[src/sv/alr_pkg.sv]
// Shared types and constants of the antialiased line rasterizer.
// No dependencies; imported by every module of the block.
`default_nettype none

package alr_pkg;

	localparam int CH_BITS    = 8;
	localparam int NUM_CH     = 3;
	localparam int COLOR_BITS = CH_BITS * NUM_CH;
	localparam int ARGB_BITS  = COLOR_BITS + CH_BITS;
	localparam logic [CH_BITS-1:0] ALPHA_OPAQUE = 8'hff;

	localparam int DIM_BITS      = 12;
	localparam int CFG_IDX_BITS  = 2;
	localparam int CFG_DATA_BITS = 24;

	localparam logic [CFG_IDX_BITS-1:0] CFG_FRAME_WIDTH  = 2'd0;
	localparam logic [CFG_IDX_BITS-1:0] CFG_FRAME_HEIGHT = 2'd1;
	localparam logic [CFG_IDX_BITS-1:0] CFG_BACKGROUND   = 2'd2;

	localparam logic [DIM_BITS-1:0]   RST_FRAME_WIDTH  = 12'd640;
	localparam logic [DIM_BITS-1:0]   RST_FRAME_HEIGHT = 12'd480;
	localparam logic [COLOR_BITS-1:0] RST_BACKGROUND   = 24'd0;

	localparam logic FUNC_LOAD = 1'b0;
	localparam logic FUNC_STEP = 1'b1;

	typedef enum logic {
		ST_IDLE,
		ST_DIVIDE
	} alr_state_t;

endpackage

`default_nettype wire

[src/sv/alr_div.sv]
// Shared restoring divider: one quotient bit per cycle.
// Depends on alr_pkg (imported for the house style; no package items needed beyond it).
`default_nettype none

module alr_div
	import alr_pkg::*;
#(
	parameter int DIVIDEND_BITS = 32,
	parameter int DIVISOR_BITS  = 16
) (
	input  wire                      clk,
	input  wire                      arst_n,
	input  wire                      start,
	input  wire  [DIVIDEND_BITS-1:0] dividend,
	input  wire  [DIVISOR_BITS-1:0]  divisor,
	output logic [DIVIDEND_BITS-1:0] quotient,
	output logic                     done
);

	localparam int CNT_W = $clog2(DIVIDEND_BITS + 1);

	logic [CNT_W-1:0]         cnt_q;
	logic [DIVISOR_BITS-1:0]  rem_q;
	logic [DIVISOR_BITS-1:0]  dvs_q;
	logic [DIVIDEND_BITS-1:0] quo_q;
	logic                     done_q;

	logic [DIVISOR_BITS:0] shifted;
	logic [DIVISOR_BITS:0] trial;
	logic                  fits;

	// One trial subtraction per cycle: the shared unit.
	always_comb begin
		shifted = {rem_q, quo_q[DIVIDEND_BITS-1]};
		trial   = shifted - {1'b0, dvs_q};
		fits    = shifted >= {1'b0, dvs_q};
	end

	always_ff @(posedge clk or negedge arst_n) begin
		if (!arst_n) begin
			cnt_q  <= '0;
			done_q <= 1'b0;
		end else begin
			done_q <= (cnt_q == CNT_W'(1));
			if (start) begin
				cnt_q <= CNT_W'(DIVIDEND_BITS);
			end else if (cnt_q != '0) begin
				cnt_q <= cnt_q - CNT_W'(1);
			end
		end
	end

	always_ff @(posedge clk) begin
		if (start) begin
			rem_q <= '0;
			quo_q <= dividend;
			dvs_q <= divisor;
		end else if (cnt_q != '0) begin
			rem_q <= fits ? trial[DIVISOR_BITS-1:0] : shifted[DIVISOR_BITS-1:0];
			quo_q <= {quo_q[DIVIDEND_BITS-2:0], fits};
		end
	end

	assign quotient = quo_q;
	assign done     = done_q;

endmodule

`default_nettype wire

[src/sv/alr_pix.sv]
// Column pixel unit: splits y into row and fraction, blends both pixels, clips.
// Depends on alr_pkg for channel widths and the alpha constant.
`default_nettype none

module alr_pix
	import alr_pkg::*;
#(
	parameter int COORD_BITS = 16,
	parameter int FRAC_BITS  = 16
) (
	input  wire  signed [COORD_BITS-1:0]           column,
	input  wire  signed [COORD_BITS-1:0]           stop,
	input  wire  signed [COORD_BITS+FRAC_BITS:0]   acc,
	input  wire         [COLOR_BITS-1:0]           line_color,
	input  wire         [COLOR_BITS-1:0]           background,
	input  wire         [DIM_BITS-1:0]             frame_width,
	input  wire         [DIM_BITS-1:0]             frame_height,
	output logic signed [COORD_BITS-1:0]           upper_y,
	output logic        [ARGB_BITS-1:0]            upper_color,
	output logic                                   upper_valid,
	output logic signed [COORD_BITS-1:0]           lower_y,
	output logic        [ARGB_BITS-1:0]            lower_color,
	output logic                                   lower_valid,
	output logic                                   last
);

	localparam int ACC_W = COORD_BITS + FRAC_BITS + 1;
	localparam int YI_W  = ACC_W - FRAC_BITS;
	localparam int CMP_W = (COORD_BITS + 2 > DIM_BITS + 1) ? COORD_BITS + 2 : DIM_BITS + 1;
	localparam int NUM_W = FRAC_BITS + CH_BITS + 2;

	logic signed [YI_W-1:0]       yi;
	logic signed [YI_W:0]         y2;
	logic        [FRAC_BITS-1:0]  frac;
	logic signed [CMP_W-1:0]      x_c, yu_c, yl_c, w_c, h_c;
	logic signed [COORD_BITS:0]   next_col;
	logic        [COLOR_BITS-1:0] up_rgb, lo_rgb;

	// Floor is the arithmetic shift; the fraction is what it drops.
	assign yi   = acc[ACC_W-1:FRAC_BITS];
	assign frac = acc[FRAC_BITS-1:0];
	assign y2   = (YI_W+1)'(yi) + (YI_W+1)'(1);

	assign upper_y = yi[COORD_BITS-1:0];
	assign lower_y = y2[COORD_BITS-1:0];

	// Clip on unwrapped rows so an overflowing lower row reads as outside.
	always_comb begin
		x_c  = CMP_W'(column);
		yu_c = CMP_W'(yi);
		yl_c = CMP_W'(y2);
		w_c  = CMP_W'({1'b0, frame_width});
		h_c  = CMP_W'({1'b0, frame_height});
		upper_valid = (x_c >= 0) && (x_c < w_c) && (yu_c >= 0) && (yu_c < h_c);
		lower_valid = (x_c >= 0) && (x_c < w_c) && (yl_c >= 0) && (yl_c < h_c);
	end

	assign next_col = (COORD_BITS+1)'(column) + (COORD_BITS+1)'(1);
	assign last     = (next_col == (COORD_BITS+1)'(stop));

	// Upper: c + (b-c)*frac; lower: b - (b-c)*frac. One product per channel.
	for (genvar g = 0; g < NUM_CH; g++) begin : g_ch
		logic signed [NUM_W-1:0] c_ext, b_ext, diff, w_ext, prod, up_num, lo_num;

		assign c_ext  = NUM_W'({1'b0, line_color[g*CH_BITS +: CH_BITS]});
		assign b_ext  = NUM_W'({1'b0, background[g*CH_BITS +: CH_BITS]});
		assign diff   = b_ext - c_ext;
		assign w_ext  = NUM_W'({1'b0, frac});
		assign prod   = diff * w_ext;
		assign up_num = (c_ext <<< FRAC_BITS) + prod;
		assign lo_num = (b_ext <<< FRAC_BITS) - prod;

		assign up_rgb[g*CH_BITS +: CH_BITS] = up_num[FRAC_BITS +: CH_BITS];
		assign lo_rgb[g*CH_BITS +: CH_BITS] = lo_num[FRAC_BITS +: CH_BITS];
	end

	assign upper_color = {ALPHA_OPAQUE, up_rgb};
	assign lower_color = {ALPHA_OPAQUE, lo_rgb};

endmodule

`default_nettype wire

[src/sv/antialiased_line_rasterizer.sv]
// Antialiased line rasterizer (shallow lines): top level with sequencer and state.
// Depends on alr_pkg, alr_div (slope divider) and alr_pix (column pixel unit).
//
// Usage:
//  - Item channel (item_valid / item_stall): func = FUNC_LOAD latches two
//    endpoints and a colour; func = FUNC_STEP asks for the next column.
//  - Result channel (result_valid / result_stall): one result per step while
//    a line is active, carrying the column's two pixel writes and a last flag.
//  - Config port (wr_en / wr_index / wr_data): frame width, frame height and
//    background colour; write only while the block is idle.
//  - A load with distinct x runs the slope division on the shared divider,
//    one quotient bit per cycle: item_stall stays high after the load is
//    accepted until the division is done.
//    A load with equal x ends the line at once and stalls nothing.
//  - Once a step is accepted, its result sits in the output register
//    from the next cycle, so steps stream one per cycle while the receiver
//    takes them.
//  - While a result waits under result_stall, item_stall is high and the
//    result holds unchanged.
//  - Reset clears the line's active flag, the result valid flag and the
//    sequencer; the config registers go to 640 x 480, black background.
`default_nettype none

module antialiased_line_rasterizer
	import alr_pkg::*;
#(
	parameter int COORD_BITS = 16,
	parameter int FRAC_BITS  = 16
) (
	input  wire                          clk,
	input  wire                          arst_n,
	input  wire                          wr_en,
	input  wire  [CFG_IDX_BITS-1:0]      wr_index,
	input  wire  [CFG_DATA_BITS-1:0]     wr_data,
	input  wire                          item_valid,
	output logic                         item_stall,
	input  wire                          func,
	input  wire  signed [COORD_BITS-1:0] start_x,
	input  wire  signed [COORD_BITS-1:0] start_y,
	input  wire  signed [COORD_BITS-1:0] end_x,
	input  wire  signed [COORD_BITS-1:0] end_y,
	input  wire  [COLOR_BITS-1:0]        line_color,
	output logic                         result_valid,
	input  wire                          result_stall,
	output logic signed [COORD_BITS-1:0] column_x,
	output logic signed [COORD_BITS-1:0] upper_y,
	output logic [ARGB_BITS-1:0]         upper_color,
	output logic                         upper_valid,
	output logic signed [COORD_BITS-1:0] lower_y,
	output logic [ARGB_BITS-1:0]         lower_color,
	output logic                         lower_valid,
	output logic                         last
);

	localparam int ACC_W   = COORD_BITS + FRAC_BITS + 1;
	localparam int SLOPE_W = COORD_BITS + FRAC_BITS + 1;
	localparam int QUO_W   = COORD_BITS + FRAC_BITS;

	// Configuration registers.
	logic [DIM_BITS-1:0]   frame_width_q;
	logic [DIM_BITS-1:0]   frame_height_q;
	logic [COLOR_BITS-1:0] background_q;

	// Line state.
	logic signed [COORD_BITS-1:0] current_q;
	logic signed [COORD_BITS-1:0] stop_q;
	logic signed [SLOPE_W-1:0]    slope_q;
	logic signed [ACC_W-1:0]      acc_q;
	logic [COLOR_BITS-1:0]        held_color_q;
	logic                         active_q;
	logic                         neg_q;

	alr_state_t state_q, state_d;

	// Output register.
	logic                         result_valid_q;
	logic signed [COORD_BITS-1:0] column_x_q, upper_y_q, lower_y_q;
	logic [ARGB_BITS-1:0]         upper_color_q, lower_color_q;
	logic                         upper_valid_q, lower_valid_q, last_q;

	logic item_fire, load_fire, step_fire, div_start, div_done;

	// Load datapath: order the endpoints by x, form |dy| << F and dx.
	logic                         swap;
	logic signed [COORD_BITS-1:0] xl, yl, xr, yr;
	logic signed [COORD_BITS:0]   dx, dy, dy_mag;
	logic [QUO_W-1:0]             dividend, quotient;

	// Column unit outputs.
	logic signed [COORD_BITS-1:0] px_upper_y, px_lower_y;
	logic [ARGB_BITS-1:0]         px_upper_color, px_lower_color;
	logic                         px_upper_valid, px_lower_valid, px_last;

	assign item_fire = item_valid && !item_stall;
	assign load_fire = item_fire && (func == FUNC_LOAD);
	assign step_fire = item_fire && (func == FUNC_STEP) && active_q;

	always_comb begin
		swap     = start_x > end_x;
		xl       = swap ? end_x   : start_x;
		yl       = swap ? end_y   : start_y;
		xr       = swap ? start_x : end_x;
		yr       = swap ? start_y : end_y;
		dx       = (COORD_BITS+1)'(xr) - (COORD_BITS+1)'(xl);
		dy       = (COORD_BITS+1)'(yr) - (COORD_BITS+1)'(yl);
		dy_mag   = dy[COORD_BITS] ? -dy : dy;
		dividend = {dy_mag[COORD_BITS-1:0], {FRAC_BITS{1'b0}}};
	end

	// Sequencer: idle, or divide while the slope is worked out.
	always_ff @(posedge clk or negedge arst_n) begin
		if (!arst_n) begin
			state_q <= ST_IDLE;
		end else begin
			state_q <= state_d;
		end
	end

	always_comb begin
		state_d    = state_q;
		div_start  = 1'b0;
		item_stall = 1'b1;
		case (state_q)
			ST_IDLE: begin
				item_stall = result_valid_q && result_stall;
				if (load_fire && (dx != '0)) begin
					div_start = 1'b1;
					state_d   = ST_DIVIDE;
				end
			end
			ST_DIVIDE: begin
				if (div_done) begin
					state_d = ST_IDLE;
				end
			end
			default: begin
				state_d = ST_IDLE;
			end
		endcase
	end

	alr_div #(
		.DIVIDEND_BITS(QUO_W),
		.DIVISOR_BITS (COORD_BITS)
	) u_div (
		.clk     (clk),
		.arst_n  (arst_n),
		.start   (div_start),
		.dividend(dividend),
		.divisor (dx[COORD_BITS-1:0]),
		.quotient(quotient),
		.done    (div_done)
	);

	alr_pix #(
		.COORD_BITS(COORD_BITS),
		.FRAC_BITS (FRAC_BITS)
	) u_pix (
		.column      (current_q),
		.stop        (stop_q),
		.acc         (acc_q),
		.line_color  (held_color_q),
		.background  (background_q),
		.frame_width (frame_width_q),
		.frame_height(frame_height_q),
		.upper_y     (px_upper_y),
		.upper_color (px_upper_color),
		.upper_valid (px_upper_valid),
		.lower_y     (px_lower_y),
		.lower_color (px_lower_color),
		.lower_valid (px_lower_valid),
		.last        (px_last)
	);

	// Config writes; an index past the list is dropped.
	always_ff @(posedge clk or negedge arst_n) begin
		if (!arst_n) begin
			frame_width_q  <= RST_FRAME_WIDTH;
			frame_height_q <= RST_FRAME_HEIGHT;
			background_q   <= RST_BACKGROUND;
		end else if (wr_en) begin
			case (wr_index)
				CFG_FRAME_WIDTH:  frame_width_q  <= wr_data[DIM_BITS-1:0];
				CFG_FRAME_HEIGHT: frame_height_q <= wr_data[DIM_BITS-1:0];
				CFG_BACKGROUND:   background_q   <= wr_data[COLOR_BITS-1:0];
				default: begin
				end
			endcase
		end
	end

	// Line active flag: drop on a load, raise once the slope lands, drop after the last column.
	always_ff @(posedge clk or negedge arst_n) begin
		if (!arst_n) begin
			active_q <= 1'b0;
		end else if (load_fire) begin
			active_q <= 1'b0;
		end else if (state_q == ST_DIVIDE && div_done) begin
			active_q <= 1'b1;
		end else if (step_fire) begin
			active_q <= !px_last;
		end
	end

	// Line payload: latch on load, take the slope when the divide ends, advance on each step.
	always_ff @(posedge clk) begin
		if (load_fire) begin
			current_q    <= xl;
			stop_q       <= xr;
			held_color_q <= line_color;
			acc_q        <= ACC_W'(yl) <<< FRAC_BITS;
			neg_q        <= dy[COORD_BITS];
			slope_q      <= '0;
		end else if (state_q == ST_DIVIDE && div_done) begin
			slope_q <= neg_q ? -$signed({1'b0, quotient}) : $signed({1'b0, quotient});
		end else if (step_fire) begin
			current_q <= current_q + COORD_BITS'(1);
			acc_q     <= acc_q + slope_q;
		end
	end

	// Output register: fill on a step, empty when the receiver takes it.
	always_ff @(posedge clk or negedge arst_n) begin
		if (!arst_n) begin
			result_valid_q <= 1'b0;
		end else if (step_fire) begin
			result_valid_q <= 1'b1;
		end else if (!result_stall) begin
			result_valid_q <= 1'b0;
		end
	end

	always_ff @(posedge clk) begin
		if (step_fire) begin
			column_x_q    <= current_q;
			upper_y_q     <= px_upper_y;
			upper_color_q <= px_upper_color;
			upper_valid_q <= px_upper_valid;
			lower_y_q     <= px_lower_y;
			lower_color_q <= px_lower_color;
			lower_valid_q <= px_lower_valid;
			last_q        <= px_last;
		end
	end

	assign result_valid = result_valid_q;
	assign column_x     = column_x_q;
	assign upper_y      = upper_y_q;
	assign upper_color  = upper_color_q;
	assign upper_valid  = upper_valid_q;
	assign lower_y      = lower_y_q;
	assign lower_color  = lower_color_q;
	assign lower_valid  = lower_valid_q;
	assign last         = last_q;

endmodule

`default_nettype wire

[config.mk]
export PLATFORM = sky130hd
export DESIGN_NAME = antialiased_line_rasterizer
export DESIGN_NICKNAME = d
export VERILOG_FILES = /design/src/sv/alr_pkg.sv /design/src/sv/alr_div.sv /design/src/sv/alr_pix.sv /design/src/sv/antialiased_line_rasterizer.sv
export SDC_FILE = /design/constraint.sdc
export NUM_CORES = 2
export LEC_CHECK = 0
export ABC_AREA = 1
export CELL_PAD_IN_SITES_DETAIL_PLACEMENT = 0
export CELL_PAD_IN_SITES_GLOBAL_PLACEMENT = 1
export CORE_MARGIN = 10
export CORE_UTILIZATION = 25
export DETAILED_ROUTE_END_ITERATION = 16
export DONT_BUFFER_PORTS = 1
export GPL_TIMING_DRIVEN = 0
export PLACE_DENSITY_LB_ADDON = 0.1
export SLEW_MARGIN = 40
export SYNTH_ARGS = -nofsm -noshare
export SYNTH_HDL_FRONTEND = slang
export SYNTH_SLANG_ARGS = --single-unit
[constraint.sdc]
create_clock -name clk -period 24.4 [get_ports clk]
set_input_delay 1.22 -clock clk [delete_from_list [all_inputs] [get_ports clk]]
set_output_delay 1.22 -clock clk [all_outputs]
set_load 0.01 [all_outputs]
### After elaboration in Yosys (flattened, before gate mapping)

Index checks and enable logic that the tools add are counted.

| storage, ports and cells | value |
|---|---|
| flip-flop bits (word level) | 344 |
| input bits | 120 |
| output and inout bits | 117 |

| cells by class | value |
|---|---|
| add/subtract/negate cells | 19 |
| multiply operators | 3 |
| $lt $le $gt $ge | 8 |
| eq/ne operators | 6 |
| muxes and demuxes | 27 |
| bitwise logic cells | 3 |
| reductions and logical operators | 25 |

Operators by type and width:

| kind | count |
|---|---|
| 16-bit 2-to-1 mux | 9 |
| 33-bit 2-to-1 mux | 4 |
| 24-bit adder | 3 |
| 24-bit subtractor | 3 |
| 32-bit 2-to-1 mux | 2 |
| 26-bit by 17-bit multiplier with 24-bit output | 2 |
| 16-bit by 16-bit subtractor with 17-bit output | 2 |
| 33-bit adder | 1 |
| 32-bit negator with 33-bit output | 1 |
| 8-bit by 8-bit subtractor with 9-bit output | 3 |
| 9-bit by 17-bit multiplier with 24-bit output | 1 |
| 17-bit by 2-bit adder with 18-bit output, second input constant | 1 |
| 18-bit by 1-bit >= comparator with 1-bit output, second input constant | 1 |
| 18-bit by 13-bit < comparator with 1-bit output | 1 |
| 16-bit by 2-bit adder with 17-bit output, second input constant | 1 |
| 17-bit by 16-bit equality test with 1-bit output | 1 |
| 17-bit by 1-bit >= comparator with 1-bit output, second input constant | 1 |
| 17-bit by 16-bit >= comparator with 1-bit output | 1 |
| 17-bit by 13-bit < comparator with 1-bit output | 1 |
| 17-bit nonzero test | 1 |
| 16-bit by 2-bit adder with 16-bit output, second input constant | 1 |
| 16-bit by 1-bit >= comparator with 1-bit output, second input constant | 1 |
| 16-bit greater-than comparator | 1 |
| 16-bit by 13-bit < comparator with 1-bit output | 1 |
| 19 further kinds | 47 |

### Longest topological paths before layout

| logic depth | value |
|---|---|
| depth in word-level cells | 9 |
| depth in mapped cells | 50 |
| depth with buffers taken out | 50 |

### By module

Synthesis repeated with hierarchy kept, for this count alone.

| unflattened totals | value |
|---|---|
| cell total of the unflattened synthesis | 5,126 |
| area, all modules | 39,262.7 µm² |

Modules (own cells, without submodules):

| module | times used | cells each | area an instance (µm²) | sequential area each (µm²) |
|---|---|---|---|---|
| alr_pix | 1 | 2,802 | 19,583.8 | 0.0 |
| antialiased_line_rasterizer | 1 | 1,800 | 15,592.5 | 7,940.1 |
| alr_div | 1 | 524 | 4,086.4 | 1,936.9 |

### Worst setup path before layout

Ideal clock, no wire load.

| timing path | value |
|---|---|
| path type | flip-flop to flip-flop |
| start | reg background_q[18] |
| end | reg upper_color_q[23], in the netlist upper_color[23] (data pin) |
| library setup time | 0.269 ns |
| arrival | 7.677 ns |
| required time | 24.131 ns |
| path slack | 16.454 ns |
| stages on the path, launching flop included | 40 |
| period minus slack after synthesis | 7.946 ns |
| cells stage by stage | dfrtp_1 -> ha_1 -> a21oi_1 -> o21ai_0 -> a21oi_1 -> nor2_1 -> nor2_1 -> nor2_1 -> nor2_1 -> o21ai_0 -> or2_2 -> nand2_1 -> inv_1 -> nand2_1 -> fa_1 -> fa_1 -> inv_1 -> fa_1 -> [... 4 more ...] -> ha_1 -> a21oi_1 -> o21ai_0 -> or2_2 -> a21boi_0 -> o21ai_0 -> a21boi_0 -> o21ai_0 -> xnor2_1 -> inv_1 -> ha_1 -> a21oi_1 -> inv_1 -> a21oi_1 -> o21ai_0 -> a21oi_1 -> xor2_1 -> xor2_1 |

| on the way | value |
|---|---|
| cells in the longest elaborated chain, start to end | 3 |

RTL lines:

| item | line | text |
|---|---|---|
| start, declared | antialiased_line_rasterizer.sv:62 | `logic [COLOR_BITS-1:0] background_q;` |
| start signal, assigned | antialiased_line_rasterizer.sv:185 | `CFG_BACKGROUND: background_q <= wr_data[COLOR_BITS-1:0];` |
| 8-bit by 8-bit subtractor with 9-bit output | alr_pix.sv:67 | `assign diff = b_ext - c_ext;` |
| 9-bit by 17-bit multiplier with 24-bit output | alr_pix.sv:69 | `assign prod = diff * w_ext;` |
| 24-bit adder | alr_pix.sv:70 | `assign up_num = (c_ext <<< FRAC_BITS) + prod;` |
| via px_upper_color[23] | antialiased_line_rasterizer.sv:91 | `logic [ARGB_BITS-1:0] px_upper_color, px_lower_color;` |
| end signal, assigned | antialiased_line_rasterizer.sv:237 | `upper_color_q <= px_upper_color;` |
| end, declared | antialiased_line_rasterizer.sv:78 | `logic [ARGB_BITS-1:0] upper_color_q, lower_color_q;` |

The timed path passes the listed nets, and every way through them passes these cells.
A chain may end at the register's enable or synchronous reset.

### Final worst setup path

Same ends and word-level chain as after synthesis.

==> metrics.txt <==
cts bufs inserted=48; residual DRC count=0; met1 GRT Util=~20%; source-to-sink clock delay at the later pin of the worst-skew pair=a little under 0.7 ns; pin count of the biggest net entering global routing=slightly below 60; worst setup timing slack at the placement stage=14.21 ns; result of the run=complete, no violations; average instance area after synthesis=between 8 and 9 sq um; upper clock frequency limit=about 0.10 GHz; Stages on worst setup path=36; IO Count=roughly 240; number of antenna violations at the first check in global routing=4; sinks on the clock net=around 340; Fin Hold WS=about 0.25 ns; worst endpoint data arrival time=between 10 and 15 ns; area added between synthesis and finish=12.57%; cell area after technology mapping=35640 sq um; Post-DRT Antenna Nets=0; count of warnings emitted by yosys=0; number of buffers inserted to repair setup after CTS=0; router iterations before antenna repair=7; number of nets in the layout=roughly 5200; count of H-tree levels built during CTS=2; Cells after Synth=4383; Remaining Overflow, GRT=0; Yosys top cell area share=17.27%; Final period util=41.15%; maximum net fanout on the critical path=10; Max-cap violations=0; met3 Resource Use GR=under 10%; detailed placement HPWL=approximately 110000 um; TritonCTS clock tree=done; critical register-to-register path endpoint=upper_color[23]; critical register-to-register path startpoint=background_q[18]; Layout fillers=approximately 16000; drt via density=around 4.4; most frequent cells in the layout=873 x nand2_1, 738 x inv_1, 431 x nor2_1; die outline area=between 150000 and 200000 sq um; Worst Setup Path Type=reg2reg; proportion of synthesized chip area in sequential cells=~26%; count of final hold-check violations=0; Critical path buffers and inverters=3; total negative slack=0 ns; register bit total from synthesis=between 300 and 400; R2R Setup Slk=between 10 and 15 ns; number of enable flip-flop cells after synthesis=205; Die Span X=approximately 400 um; transition time at the pin with the least slew margin=approximately 0.89 ns; GRT Max-Usage Layer=met2; critical path data required time=between 20 and 25 ns; Placer Congestion=approximately 0.8; library cell with the largest summed area after synthesis=edfxtp_1; clk slew on worst S/H paths=0.06 ns; synth top area cells=edfxtp_1 17%, fa_1 17%, ha_1 12%; Routed Wire Length=approximately 130000 um; Vert. Die Dim=~400 um; Startpoint Class=flip-flop; clock root buffer master=clkbuf_16; met2 Usage GRT=roughly 30%; class of the tightest hold or removal check=in2async; final setup margin=between 10 and 15 ns; via count of the first global-routing pass=between 20000 and 30000; Placeable Area=roughly 140000 sq um; Slowest Stage Delay on Critical Path=between 0.7 and 0.8 ns; number of endpoints failing setup at the final stage=0; length in cells of the worst reg-to-reg path=36; RSZ-0062 raised after global routing=false; total of buffers placed on input and output ports=0; commonest non-fill, non-tap cell in the layout=nand2_1; number of instances resized during post-cts repair=0; Top FF cell, synth=edfxtp_1; Max Root-Sink Buffers=3; first-pass GRT wire length=around 200000 um; Initial Util=roughly 25%; Slowest-stage cell, CP=clkbuf_1; via total after detailed routing=around 28000; synth unique cells=between 60 and 70; number of buffers inserted for hold repair after clock tree synthesis=0; time the worst path needs with I/O delays and setup=roughly 10 ns; # rows=around 140; worst slew margin relative to its limit=40.74%; wire per inst=20.24 um; share of synthesized flip-flops with an asynchronous set or reset=16.86%; layout cells sized above 1=5.605%; skew final=approximately 0.1 ns; fin. max-slew vios=0; source of the critical timing path=background_q[18]; CP Capture Point=upper_color[23]; Crit. End Element=flip-flop; family with the most delay on the worst path=adder cells; violation count after the first detailed-routing iteration=between 1000 and 1500; Total GRT Usage=around 16%
-- cell families after synthesis --
group	after synthesis	synth area share [%]
adders and majority gates	661	29.63
and+or+nand+nor	1656	19.41
buffers and inverters	890	9.858
xor gates and xnor gates	225	5.529
AOI/OAI and AO/OA	593	9.254
muxes	13	0.4002
other	1	0.01052
DFF	344	25.91
-- per-layer routing --
metal | part of all wire [%] | vias up | wire [um]
li1 | - | 14181 | -
met1 | 44 | 13556 | 56830
met2 | 51 | 368 | 66080
met3 | 3.1 | 100 | 4021
met4 | 1.8 | 0 | 2352
met5 | 0 | - | 0
-- synthesized netlist by cell type (25+ instances only) --
cell type	number
or2_2	30
xnor2_1	74
inv_1	738
a21oi_1	217
o21ai_1	25
ha_1	356
o21bai_1	26
xor2_1	151
nor2_1	431
o21ai_0	222
dfxtp_1	81
fa_1	305
nand3_1	165
nor3_1	36
dfrtp_1	52
clkbuf_1	96
nand2_1	873
nand4_1	63
edfxtp_1	205
-- stage by stage --
stage               utilization, %  area, sq um  instances
detailed placement           27.08        38340       6296
global route                 28.34        40120       6386
finish                       28.34        40120       6388
CTS                          28.32        40100       6386
global placement             26.88        38060       6288
floorplan                        -        35700       4398
-- area by class of cell --
cell class	count	area (sq um)	area share [%]
diodes	2	5.005	0.01247
well taps	1890	2365	5.894
clock buffers	57	1285	3.203
plain buffers	140	725.7	1.809
multi-input cells	3164	23030	57.39
flip-flops and latches	344	9236	23.02
inverters	750	2819	7.026
clock inverters	33	478.0	1.191
repair buffers	8	182.7	0.4553
-- registers in the layout, summed over array words and instances (netlist names), 6 cells and up --
name and cells:
lower_y 16, u_div.cnt_q 6, frame_width_q 12, upper_color 24
acc_q 33, slope_q 33, lower_color 24, column_x 16
background_q 24, frame_height_q 12, u_div.quotient 32, stop_q 16
u_div.rem_q 16, upper_y 16, current_q 16, u_div.dvs_q 16
held_color_q 24
-- worst min path at each step --
stage | slack (ns) | startpoint | cells after the start | to
after floorplan | 0.42 | u_div.done | 1 | state_q
after global placement | 0.45 | u_div.done | 1 | state_q
after detailed placement | 0.46 | u_div.done | 1 | state_q
after CTS | 0.18 | arst_n | 0 | background_q[16]
after global routing | 0.20 | arst_n | 0 | background_q[23]
final | 0.25 | arst_n | 0 | background_q[16]
Power is left out: the tool's default activity adds up to more than one toggle a clock period on the data nets, which glitch-free logic cannot reach.
